<file path="src/hw/rtl/dsp_pkg.sv">
// ----------------------------------------------------------------------------
// dsp_pkg
// Shared types, widths and codes for the shortest-path engine.
// ----------------------------------------------------------------------------
package dsp_pkg;

  localparam int NUM_V  = 8;                     // vertices in the graph
  localparam int VW     = $clog2(NUM_V);         // internal vertex index width
  localparam int CW     = $clog2(NUM_V + 1);     // counter that can hold NUM_V
  localparam int AW     = $clog2(NUM_V * NUM_V); // weight matrix address width
  localparam int VF_W   = 3;                     // vertex field width on ports
  localparam int WW     = 16;                    // edge weight width
  localparam int DW     = 24;                    // distance width

  localparam logic [WW-1:0] NO_EDGE_RESET = 16'd600;

  localparam logic [1:0] REQ_CLEAR = 2'd0;
  localparam logic [1:0] REQ_WRITE = 2'd1;
  localparam logic [1:0] REQ_RUN   = 2'd2;

  typedef struct packed {
    logic [1:0]      req_type;
    logic [VF_W-1:0] from_vertex;
    logic [VF_W-1:0] to_vertex;
    logic [WW-1:0]   edge_weight;
    logic [VF_W-1:0] source_vertex;
  } req_t;

  typedef struct packed {
    logic [VF_W-1:0] vertex;
    logic [DW-1:0]   distance;
    logic            has_pred;
    logic [VF_W-1:0] pred_vertex;
    logic            last;
  } res_t;

  // Controller to datapath commands.
  typedef struct packed {
    logic          run_start;
    logic          wr_edge;
    logic          clr_matrix;
    logic          rd_en;
    logic          rd_use_k;
    logic [VW-1:0] rd_col;
    logic          ld_init;
    logic          ld_relax;
    logic [VW-1:0] ld_col;
    logic          begin_round;
    logic          out_load;
    logic [VW-1:0] out_idx;
    logic          out_last;
  } cmd_t;

  // Datapath to controller status.
  typedef struct packed {
    logic out_free;
  } stat_t;

endpackage

</file>
<file path="src/hw/rtl/dsp_wmatrix.sv">
// ----------------------------------------------------------------------------
// dsp_wmatrix
// Weight matrix memory: one write port, one registered read port, and per
// entry valid bits so a clear needs no pass over the entries.
// ----------------------------------------------------------------------------
module dsp_wmatrix (
  input  logic                   clk,
  input  logic                   rst,
  input  logic                   we,
  input  logic [dsp_pkg::AW-1:0] waddr,
  input  logic [dsp_pkg::WW-1:0] wdata,
  input  logic                   clr,
  input  logic [dsp_pkg::WW-1:0] fill_value,
  input  logic                   re,
  input  logic [dsp_pkg::AW-1:0] raddr,
  output logic [dsp_pkg::WW-1:0] rdata
);
  import dsp_pkg::*;

  localparam int DEPTH = NUM_V * NUM_V;

  logic [WW-1:0]    mem [DEPTH];
  logic [DEPTH-1:0] vld;
  logic [WW-1:0]    fill;
  logic [WW-1:0]    rdata_q;
  logic             rvld_q;

  always_ff @(posedge clk) begin
    if (we) begin
      mem[waddr] <= wdata;
    end
    if (re) begin
      rdata_q <= mem[raddr];
    end
  end

  // Unwritten entries read as the fill value set at reset or the last clear.
  always_ff @(posedge clk) begin
    if (rst) begin
      vld    <= '0;
      fill   <= NO_EDGE_RESET;
      rvld_q <= 1'b0;
    end else begin
      if (clr) begin
        vld  <= '0;
        fill <= fill_value;
      end else if (we) begin
        vld[waddr] <= 1'b1;
      end
      if (re) begin
        rvld_q <= vld[raddr];
      end
    end
  end

  assign rdata = rvld_q ? rdata_q : fill;

endmodule

</file>
<file path="src/hw/rtl/dsp_datapath.sv">
// ----------------------------------------------------------------------------
// dsp_datapath
// Distance, predecessor and visited state, relaxation adder, running
// minimum tracker and the result register.
// ----------------------------------------------------------------------------
module dsp_datapath (
  input  logic                   clk,
  input  logic                   rst,
  input  dsp_pkg::req_t          req,
  input  dsp_pkg::cmd_t          cmd,
  output dsp_pkg::stat_t         stat,
  input  logic                   cfg_wr_en,
  input  logic [dsp_pkg::WW-1:0] cfg_wr_data,
  output logic                   res_valid,
  input  logic                   res_stall,
  output dsp_pkg::res_t          res
);
  import dsp_pkg::*;

  logic [WW-1:0] no_edge;
  logic [VW-1:0] src;
  logic [VW-1:0] k;
  logic [DW-1:0] dist_k;

  logic [DW-1:0] dists [NUM_V];
  logic          pval  [NUM_V];
  logic [VW-1:0] pidx  [NUM_V];
  logic [NUM_V-1:0] visited;

  logic          best_found;
  logic [VW-1:0] best_k;
  logic [DW-1:0] best_d;

  logic [AW-1:0] waddr;
  logic [AW-1:0] raddr;
  logic [VW-1:0] rrow;
  logic [WW-1:0] w;

  logic          is_src;
  logic [DW:0]   cand;
  logic          upd;
  logic [DW-1:0] nv;
  logic          elig;
  logic          take;

  assign waddr = AW'(int'(req.from_vertex) * NUM_V + int'(req.to_vertex));
  assign rrow  = cmd.rd_use_k ? k : src;
  assign raddr = AW'(int'(rrow) * NUM_V + int'(cmd.rd_col));

  dsp_wmatrix u_wmatrix (
    .clk        (clk),
    .rst        (rst),
    .we         (cmd.wr_edge),
    .waddr      (waddr),
    .wdata      (req.edge_weight),
    .clr        (cmd.clr_matrix),
    .fill_value (no_edge),
    .re         (cmd.rd_en),
    .raddr      (raddr),
    .rdata      (w)
  );

  // Value for the column whose weight just came back, and whether it
  // becomes the new minimum candidate for the next round.
  always_comb begin
    is_src = (cmd.ld_col == src);
    cand   = {1'b0, dist_k} + {{(DW - WW + 1){1'b0}}, w};
    upd    = !visited[cmd.ld_col] && ({1'b0, dists[cmd.ld_col]} > cand);
    if (cmd.ld_init) begin
      nv   = is_src ? '0 : {{(DW - WW){1'b0}}, w};
      elig = !is_src;
    end else begin
      nv   = upd ? cand[DW-1:0] : dists[cmd.ld_col];
      elig = !visited[cmd.ld_col];
    end
    take = (cmd.ld_init || cmd.ld_relax) && elig && (!best_found || (nv < best_d));
  end

  always_ff @(posedge clk) begin
    if (rst) begin
      no_edge <= NO_EDGE_RESET;
    end else if (cfg_wr_en) begin
      no_edge <= cfg_wr_data;
    end
  end

  always_ff @(posedge clk) begin
    if (cmd.run_start) begin
      src <= VW'(req.source_vertex);
    end
    if (cmd.begin_round) begin
      k      <= best_k;
      dist_k <= best_d;
    end
    if (cmd.ld_init) begin
      dists[cmd.ld_col] <= nv;
      pval[cmd.ld_col]  <= (w != no_edge) && !is_src;
      pidx[cmd.ld_col]  <= src;
    end else if (cmd.ld_relax && upd) begin
      dists[cmd.ld_col] <= nv;
      pval[cmd.ld_col]  <= 1'b1;
      pidx[cmd.ld_col]  <= k;
    end
    if (take) begin
      best_k <= cmd.ld_col;
      best_d <= nv;
    end
  end

  always_ff @(posedge clk) begin
    if (rst) begin
      visited    <= '0;
      best_found <= 1'b0;
    end else begin
      if (cmd.ld_init) begin
        visited[cmd.ld_col] <= is_src;
      end else if (cmd.begin_round) begin
        visited[best_k] <= 1'b1;
      end
      if (cmd.run_start || cmd.begin_round) begin
        best_found <= 1'b0;
      end else if (take) begin
        best_found <= 1'b1;
      end
    end
  end

  // Result register.
  assign stat.out_free = !res_valid || !res_stall;

  always_ff @(posedge clk) begin
    if (rst) begin
      res_valid <= 1'b0;
    end else if (cmd.out_load) begin
      res_valid <= 1'b1;
    end else if (!res_stall) begin
      res_valid <= 1'b0;
    end
  end

  always_ff @(posedge clk) begin
    if (cmd.out_load) begin
      res.vertex      <= VF_W'(cmd.out_idx);
      res.distance    <= dists[cmd.out_idx];
      res.has_pred    <= pval[cmd.out_idx];
      res.pred_vertex <= pval[cmd.out_idx] ? VF_W'(pidx[cmd.out_idx]) : '0;
      res.last        <= cmd.out_last;
    end
  end

endmodule

</file>
<file path="src/hw/rtl/dsp_ctrl.sv">
// ----------------------------------------------------------------------------
// dsp_ctrl
// Sequencer: request decode, row sweeps over the weight matrix, round
// count and result emission.
// ----------------------------------------------------------------------------
module dsp_ctrl (
  input  logic           clk,
  input  logic           rst,
  input  logic           req_valid,
  output logic           req_stall,
  input  dsp_pkg::req_t  req,
  input  dsp_pkg::stat_t stat,
  output dsp_pkg::cmd_t  cmd
);
  import dsp_pkg::*;

  localparam logic [2:0] S_IDLE  = 3'd0;
  localparam logic [2:0] S_INIT  = 3'd1;
  localparam logic [2:0] S_SEL   = 3'd2;
  localparam logic [2:0] S_RELAX = 3'd3;
  localparam logic [2:0] S_OUT   = 3'd4;

  logic [2:0]    state, state_next;
  logic [CW-1:0] col, col_next;
  logic [VW-1:0] round, round_next;
  logic [VW-1:0] oidx, oidx_next;
  logic          pend;
  logic [VW-1:0] pend_col;

  logic accept;
  logic sweep_end;

  assign req_stall = (state != S_IDLE);
  assign accept    = req_valid && !req_stall;
  assign sweep_end = (col == CW'(NUM_V));

  always_comb begin
    state_next = state;
    col_next   = col;
    round_next = round;
    oidx_next  = oidx;

    cmd             = '0;
    cmd.rd_col      = col[VW-1:0];
    cmd.rd_use_k    = (state == S_RELAX);
    cmd.ld_col      = pend_col;
    cmd.out_idx     = oidx;
    cmd.out_last    = (oidx == VW'(NUM_V - 1));

    case (state)
      S_IDLE: begin
        if (accept) begin
          case (req.req_type)
            REQ_CLEAR: cmd.clr_matrix = 1'b1;
            REQ_WRITE: cmd.wr_edge = (int'(req.from_vertex) < NUM_V) &&
                                     (int'(req.to_vertex) < NUM_V);
            REQ_RUN: begin
              if (int'(req.source_vertex) < NUM_V) begin
                cmd.run_start = 1'b1;
                col_next      = '0;
                round_next    = '0;
                state_next    = S_INIT;
              end
            end
            default: ;
          endcase
        end
      end
      S_INIT: begin
        cmd.rd_en   = !sweep_end;
        cmd.ld_init = pend;
        if (sweep_end) begin
          state_next = S_SEL;
        end else begin
          col_next = col + 1'b1;
        end
      end
      S_SEL: begin
        cmd.begin_round = 1'b1;
        col_next        = '0;
        state_next      = S_RELAX;
      end
      S_RELAX: begin
        cmd.rd_en    = !sweep_end;
        cmd.ld_relax = pend;
        if (sweep_end) begin
          if (round == VW'(NUM_V - 2)) begin
            oidx_next  = '0;
            state_next = S_OUT;
          end else begin
            round_next = round + 1'b1;
            state_next = S_SEL;
          end
        end else begin
          col_next = col + 1'b1;
        end
      end
      S_OUT: begin
        if (stat.out_free) begin
          cmd.out_load = 1'b1;
          if (oidx == VW'(NUM_V - 1)) begin
            state_next = S_IDLE;
          end else begin
            oidx_next = oidx + 1'b1;
          end
        end
      end
      default: state_next = S_IDLE;
    endcase
  end

  always_ff @(posedge clk) begin
    if (rst) begin
      state <= S_IDLE;
      col   <= '0;
      round <= '0;
      oidx  <= '0;
      pend  <= 1'b0;
    end else begin
      state <= state_next;
      col   <= col_next;
      round <= round_next;
      oidx  <= oidx_next;
      pend  <= cmd.rd_en;
    end
  end

  always_ff @(posedge clk) begin
    pend_col <= col[VW-1:0];
  end

endmodule

</file>
<file path="src/hw/rtl/dijkstra_shortest_paths.sv">
// ----------------------------------------------------------------------------
// dijkstra_shortest_paths
// Clear and edge-write transactions finish in the accept cycle. A run loads
// the source row, then does N-1 rounds of select and relax, then emits N
// results, one per vertex.
// One run at a time; the pace is set by the single weight-memory read port.
// Reset: sync, active high; the matrix reads as 600 at once (no fill pass).
// ----------------------------------------------------------------------------
module dijkstra_shortest_paths (
  input  logic                   clk,
  input  logic                   rst,
  // request channel
  input  logic                   req_valid,
  output logic                   req_stall,
  input  dsp_pkg::req_t          req,
  // result channel
  output logic                   res_valid,
  input  logic                   res_stall,
  output dsp_pkg::res_t          res,
  // no-edge weight register
  input  logic                   cfg_wr_en,
  input  logic [dsp_pkg::WW-1:0] cfg_wr_data
);
  import dsp_pkg::*;

  // Controller and datapath talk only through these two bundles.
  //   cmd : sweep reads, load strobes, round start, result load
  //   stat: result register can take a new transaction
  cmd_t  cmd;
  stat_t stat;

  // The controller decodes each request transaction. Clear and write go
  // straight to the weight memory; a run walks through:
  //   INIT  - read the source row, seed distances and predecessors
  //   SEL   - latch the minimum tracked during the previous sweep as k
  //   RELAX - read row k, relax every unvisited vertex and track the
  //           next minimum on the fly (lowest index wins a tie)
  //   OUT   - stream one result per vertex through the output register
  // The request side is stalled from run accept until the last result
  // has been loaded into the output register.
  dsp_ctrl u_ctrl (
    .clk       (clk),
    .rst       (rst),
    .req_valid (req_valid),
    .req_stall (req_stall),
    .req       (req),
    .stat      (stat),
    .cmd       (cmd)
  );

  // Datapath holds the matrix memory, per-vertex state and the result
  // register, so a finished result can wait while a new request is taken.
  dsp_datapath u_datapath (
    .clk         (clk),
    .rst         (rst),
    .req         (req),
    .cmd         (cmd),
    .stat        (stat),
    .cfg_wr_en   (cfg_wr_en),
    .cfg_wr_data (cfg_wr_data),
    .res_valid   (res_valid),
    .res_stall   (res_stall),
    .res         (res)
  );

endmodule

</file>
<file path="config.mk">
export PLATFORM = sky130hd
export DESIGN_NAME = dijkstra_shortest_paths
export DESIGN_NICKNAME = d
export VERILOG_FILES = /design/src/hw/rtl/dsp_pkg.sv /design/src/hw/rtl/dsp_wmatrix.sv /design/src/hw/rtl/dsp_datapath.sv /design/src/hw/rtl/dsp_ctrl.sv /design/src/hw/rtl/dijkstra_shortest_paths.sv
export SDC_FILE = /design/constraint.sdc
export NUM_CORES = 2
export LEC_CHECK = 0
export ABC_AREA = 1
export BUFFER_PORTS_ARGS = -buffer_cell sky130_fd_sc_hd__buf_2
export CAP_MARGIN = 20
export CELL_PAD_IN_SITES_DETAIL_PLACEMENT = 0
export CELL_PAD_IN_SITES_GLOBAL_PLACEMENT = 1
export CORE_MARGIN = 4
export CORE_UTILIZATION = 52
export CTS_CLUSTER_DIAMETER = 100
export DETAILED_ROUTE_END_ITERATION = 10
export GPL_TIMING_DRIVEN = 0
export MAX_ROUTING_LAYER = met4
export PLACE_DENSITY_LB_ADDON = 0.1
export SYNTH_ARGS = -nofsm -noshare
export SYNTH_HDL_FRONTEND = slang
export SYNTH_SLANG_ARGS = --single-unit
export TNS_END_PERCENT = 30
</file>
<file path="constraint.sdc">
create_clock -name clk -period 7.6 [get_ports clk]
set_input_delay 0.76 -clock clk [delete_from_list [all_inputs] [get_ports clk]]
set_output_delay 0.76 -clock clk [all_outputs]
set_load 0.01 [all_outputs]
</file>
==> results.md <==
- Once placement completed, the tool counted placed cells totaling 6817.
- The detail route stage leaves a number of antenna-violating nets equal to 0.
- The share of the core filled with cells in the final layout is 60.46%.
- Clock skew on the completed layout was measured at 0.02559 ns.
- The number of global-route vias before repair came to 42760.
- The boundary pin count is 82.
- Before antenna repair, the detailed router went through 9 iterations.
- The floorplan step set the die height to 350.6 um.
- The total global routing overflow is 0.
- The floorplan has 125 rows.
- The library cell used as clock root buffer is clkbuf_16.
- The hold-critical path depth is 1.
- The global placement routability congestion is 1.031.
- In the routed layout, each cell is associated on average with a via count of 6.465.
- TritonCTS built the clock tree.
- The leakage dissipation is 23.86 nW.
- The slew at the pin closest to its max-slew limit is 1.340 ns.
- The hold violation count in the final report is 0.
- The routed design has 242.6 mm of wire.
- The layout overhead on the synthesized area is 15.26%.
- The number of DRC markers after the initial detailed-route iteration is 6647.
- The fraction of the cycle the final worst path needs is 91.86%.
- The area fraction of the dominant cell type after synthesis is 66.56%.
- The critical path starts at u_datapath.u_wmatrix.rvld_q$_SDFFE_PP0P_.
- The area of the core region is 116400 um2.
- The net count after synthesis is 5262.
- The commonest cells after synthesis are edfxtp_1, nor2_1, o21ai_0.
- The biggest area contributor in the post-synthesis netlist is edfxtp_1.
- Ranked by total cell area, the synthesized netlist is headed by edfxtp_1, o21ai_0, nor2_1.
- The post-route minimum period is 6.981 ns.
- In the synthesized netlist, the number of instances is 5144.
- The total CTS buffers is 155.
- The worst setup path is captured at a register.
- The number of antenna violations at the first check in global routing was 6.
- Setup slack on the worst reg-to-reg path comes out at 0.62 ns.
- With fillers left out, the area of the finished cells amounts to 70350 um2.
- The startpoint kind of the worst setup timing path is a register.
- The run finished with clean final reports.
- The total number of vias is 45980.
- The mean cell area of the mapped netlist is 11.87 um2.
- Entering global routing, the biggest net connects 65 pins.
- The netlist uses 61 different library cells.
- The most common cell in the synthesized netlist is edfxtp_1.
- The clock drives 1480 sinks.
- The number of hold-repair buffers added at the cts stage is 0.
- For this run, the register share of the synthesized area comes to 70.73%.
- The number of standard cells in the final layout excluding fillers is 7111.
- The number of H-tree levels is 4.
- Setup repair after global routing left no endpoint under its margin.
- The number of synthesis warnings is 0.
- Based on the critical path, the design can be clocked at up to 143.2 MHz.
- In this run the power spent charging and discharging nets is 7.125 mW.
- OpenSTA, run right after detailed placement, puts the worst setup slack at -0.6728 ns.
- From left edge to right edge, the die measures 350.6 um.
- Across every metal layer, demand over resource in global routing totals 40.20%.
- Of the cells placed in the final design, the portion with a size suffix greater than 1 is 10.62%.
- The maximum fanout along the worst path is 24.
- The number of port buffers is 80.
- The depth of the most critical reg-to-reg path is 38.
- The cell seen most often among critical-path stages is nand2_1.
- Clock-pin slew was measured on the worst setup and hold paths at 0.06 ns.
- The final hold slack is 0.1553 ns.
- After detailed routing, the number of remaining DRC violations is 0.
- Counting flops with a built-in enable in the synthesized netlist gives 1353.
- The worst setup margin is 0.6186 ns.
- Headroom to the max-slew limit came out at 10.69%.
- The placed instance area is 65290 um2.
- Per report_power, the combinational group accounts for 23.3% of the total.
- Total power for the finished layout comes to 21.75 mW.
- For the worst-skew pair, the clock arrives at the later sink with an insertion delay of 0.80 ns.
- The internal power of the cells totals 14.62 mW.
- The number of slew-limit violations in the final report is 0.
- The worst hold path class is in -> reg.
- The critical path ends at u_datapath.best_d[14]$_DFFE_PP_.
- The largest individual stage delay along the critical path comes from the cell ha_2.
- Data on the critical path arrives at its endpoint at 7.44 ns.
- The critical path is of the reg -> reg type.
- The maximum VDD drop is 267.1 uV.
- The reported max-cap violation count is 0.
- For this run, asynchronously set or reset flops after synthesis account for 0%.
- The endpoint identified for the worst register-to-register timing path is u_datapath.best_d[14]$_DFFE_PP_.
- At the worst endpoint, the required time is 8.06 ns.
- The detailed-route wire length per cell is 34.11 um.
- The final total negative setup slack is 0 ns.
- The total number of nets in the final design is 5573.
- The initial utilization of the core area, before any placement, comes to 52.46%.
- For this run, the leading register cell type out of synthesis is edfxtp_1.
- Counting flops and latches in the post-synthesis netlist gives 1480.
- The die covers 122900 um2.
- Counting along the longest clock path gives a buffer depth of 3.
- On the worst path, the slowest cell contributes a delay of 0.43 ns.
- After legalization and detailed placement, the total HPWL measured 164.3 mm.
- The first global-routing pass estimated 329.6 mm of wire.
- In this run, the clock network consumes 33.9% of the power.
- The startpoint identified for the worst hold timing path is req[1].
- After synthesis the cells add up to 61040 um2.
- The power density of the placed cells is 309.1 nW/um2.
- In this run the critical register-to-register path is launched from u_datapath.u_wmatrix.rvld_q$_SDFFE_PP0P_.
- The part of the total power dissipated in sequential elements is 42.8%.
- The fraction of power spent switching nets is 32.76%.
- The count of endpoints failing setup in the final report is 0.
## power groups by stage
stage	Combinational [mW]	Sequential [mW]	Clock (mW)
after floorplan	2.51	9.49	0
after global placement	4.72	9.50	0
after detailed placement	4.83	9.49	0
after CTS	4.87	9.31	7.38
after global routing	5.29	9.32	7.75
final	5.06	9.31	7.37
## worst min path at each step
| stage | endpoint | slack (ns) |
|---|---|---|
| 2_1_floorplan | u_ctrl.pend_col[0]$_DFF_P_ | 0.35 |
| 3_3_place_gp | u_datapath.best_k[2]$_DFFE_PP_ | 0.41 |
| 3_5_place_dp | u_ctrl.pend_col[0]$_DFF_P_ | 0.41 |
| 6_report | u_datapath.src[1]$_DFFE_PP_ | 0.16 |
| 4_1_cts | u_datapath.src[1]$_DFFE_PP_ | 0.12 |
| 5_1_grt | u_datapath.src[1]$_DFFE_PP_ | 0.13 |
## cells by family (layout without fill, tap and decap cells)
logic type,Yosys count,after routing,synth area share (%)
and+or+nand+nor,1528,1528,9.809
AOI/OAI and AO/OA,1509,1509,14.05
DFF,1480,1480,70.73
buffers and inverters,516,956,3.378
adders and majority gates,70,70,1.447
xor gates and xnor gates,40,40,0.5740
muxes,1,1,0.01845
other,0,3,0
## critical path, delay by kind of cell, from the launching register on
kind	cells	cell delay, ns
AOI/OAI and AO/OA	11	2.07
xor gates and xnor gates	1	0.19
adders and majority gates	3	1.07
buffers and inverters	7	1.16
DFF	1	0.30
and+or+nand+nor	16	1.81
## timing repair
| item | in CTS | in global routing |
|---|---|---|
| setup endpoints to repair | 27 | 27 |
| pin swaps | 0 | 3 |
| buffers inserted | 0 | 4 |
| resized for setup | 12 | 20 |
## routing by layer
metal  wire length [um]  up-vias  track usage (%)
met5                  0        -                -
met4              23550        0            29.94
met3              25430      825            7.651
met2             109000     3135            60.77
met1              84590    22510            48.31
li1                   -    19500                -
## final cells by class
cell class | count | area (um2)
well taps | 1524 | 1907
clock buffers | 198 | 4184
fillers | 9453 | 46010
repair buffers | 154 | 1868
clock inverters | 88 | 686.9
plain buffers | 317 | 1316
diodes | 3 | 7.507
inverters | 199 | 752.0
flip-flops and latches | 1480 | 43170
multi-input cells | 3148 | 16460
## sequential cells by signal, summed over array words and instances, names as in the netlist, 4 cells and up, named ones only
| register | cells |
|---|---|
| u_datapath.res | 32 |
| u_datapath.pidx | 24 |
| u_datapath.u_wmatrix.vld | 64 |
| u_datapath.dists | 192 |
| u_ctrl.col | 4 |
| u_datapath.u_wmatrix.fill | 16 |
| u_datapath.u_wmatrix.rdata_q | 16 |
| u_datapath.no_edge | 16 |
| u_datapath.best_d | 24 |
| u_datapath.u_wmatrix.mem | 1024 |
| u_datapath.pval | 8 |
| u_datapath.visited | 8 |
| u_datapath.dist_k | 24 |
## layout by cell type, fill, tap and decap left out, types with 20 or more instances in the layout
cell | netlist | routed
clkbuf_1 | 222 | 252
nand3_1 | 57 | 57
a221oi_1 | 28 | 28
inv_1 | 185 | 184
clkinv_2 | 1 | 26
o211ai_1 | 30 | 30
nand2_1 | 323 | 322
a21oi_1 | 120 | 108
buf_16 | 0 | 22
xor2_1 | 20 | 20
dfxtp_1 | 127 | 127
o21ai_0 | 860 | 858
buf_12 | 0 | 32
nor2_1 | 1086 | 1012
o22ai_1 | 322 | 320
ha_1 | 69 | 68
a31oi_1 | 29 | 29
nor2_4 | 1 | 65
edfxtp_1 | 1353 | 1353
clkbuf_16 | 0 | 158
clkinv_1 | 3 | 43
buf_2 | 86 | 157
buf_4 | 4 | 25
o221ai_1 | 54 | 54
Power figures use the tool's default switching activity.
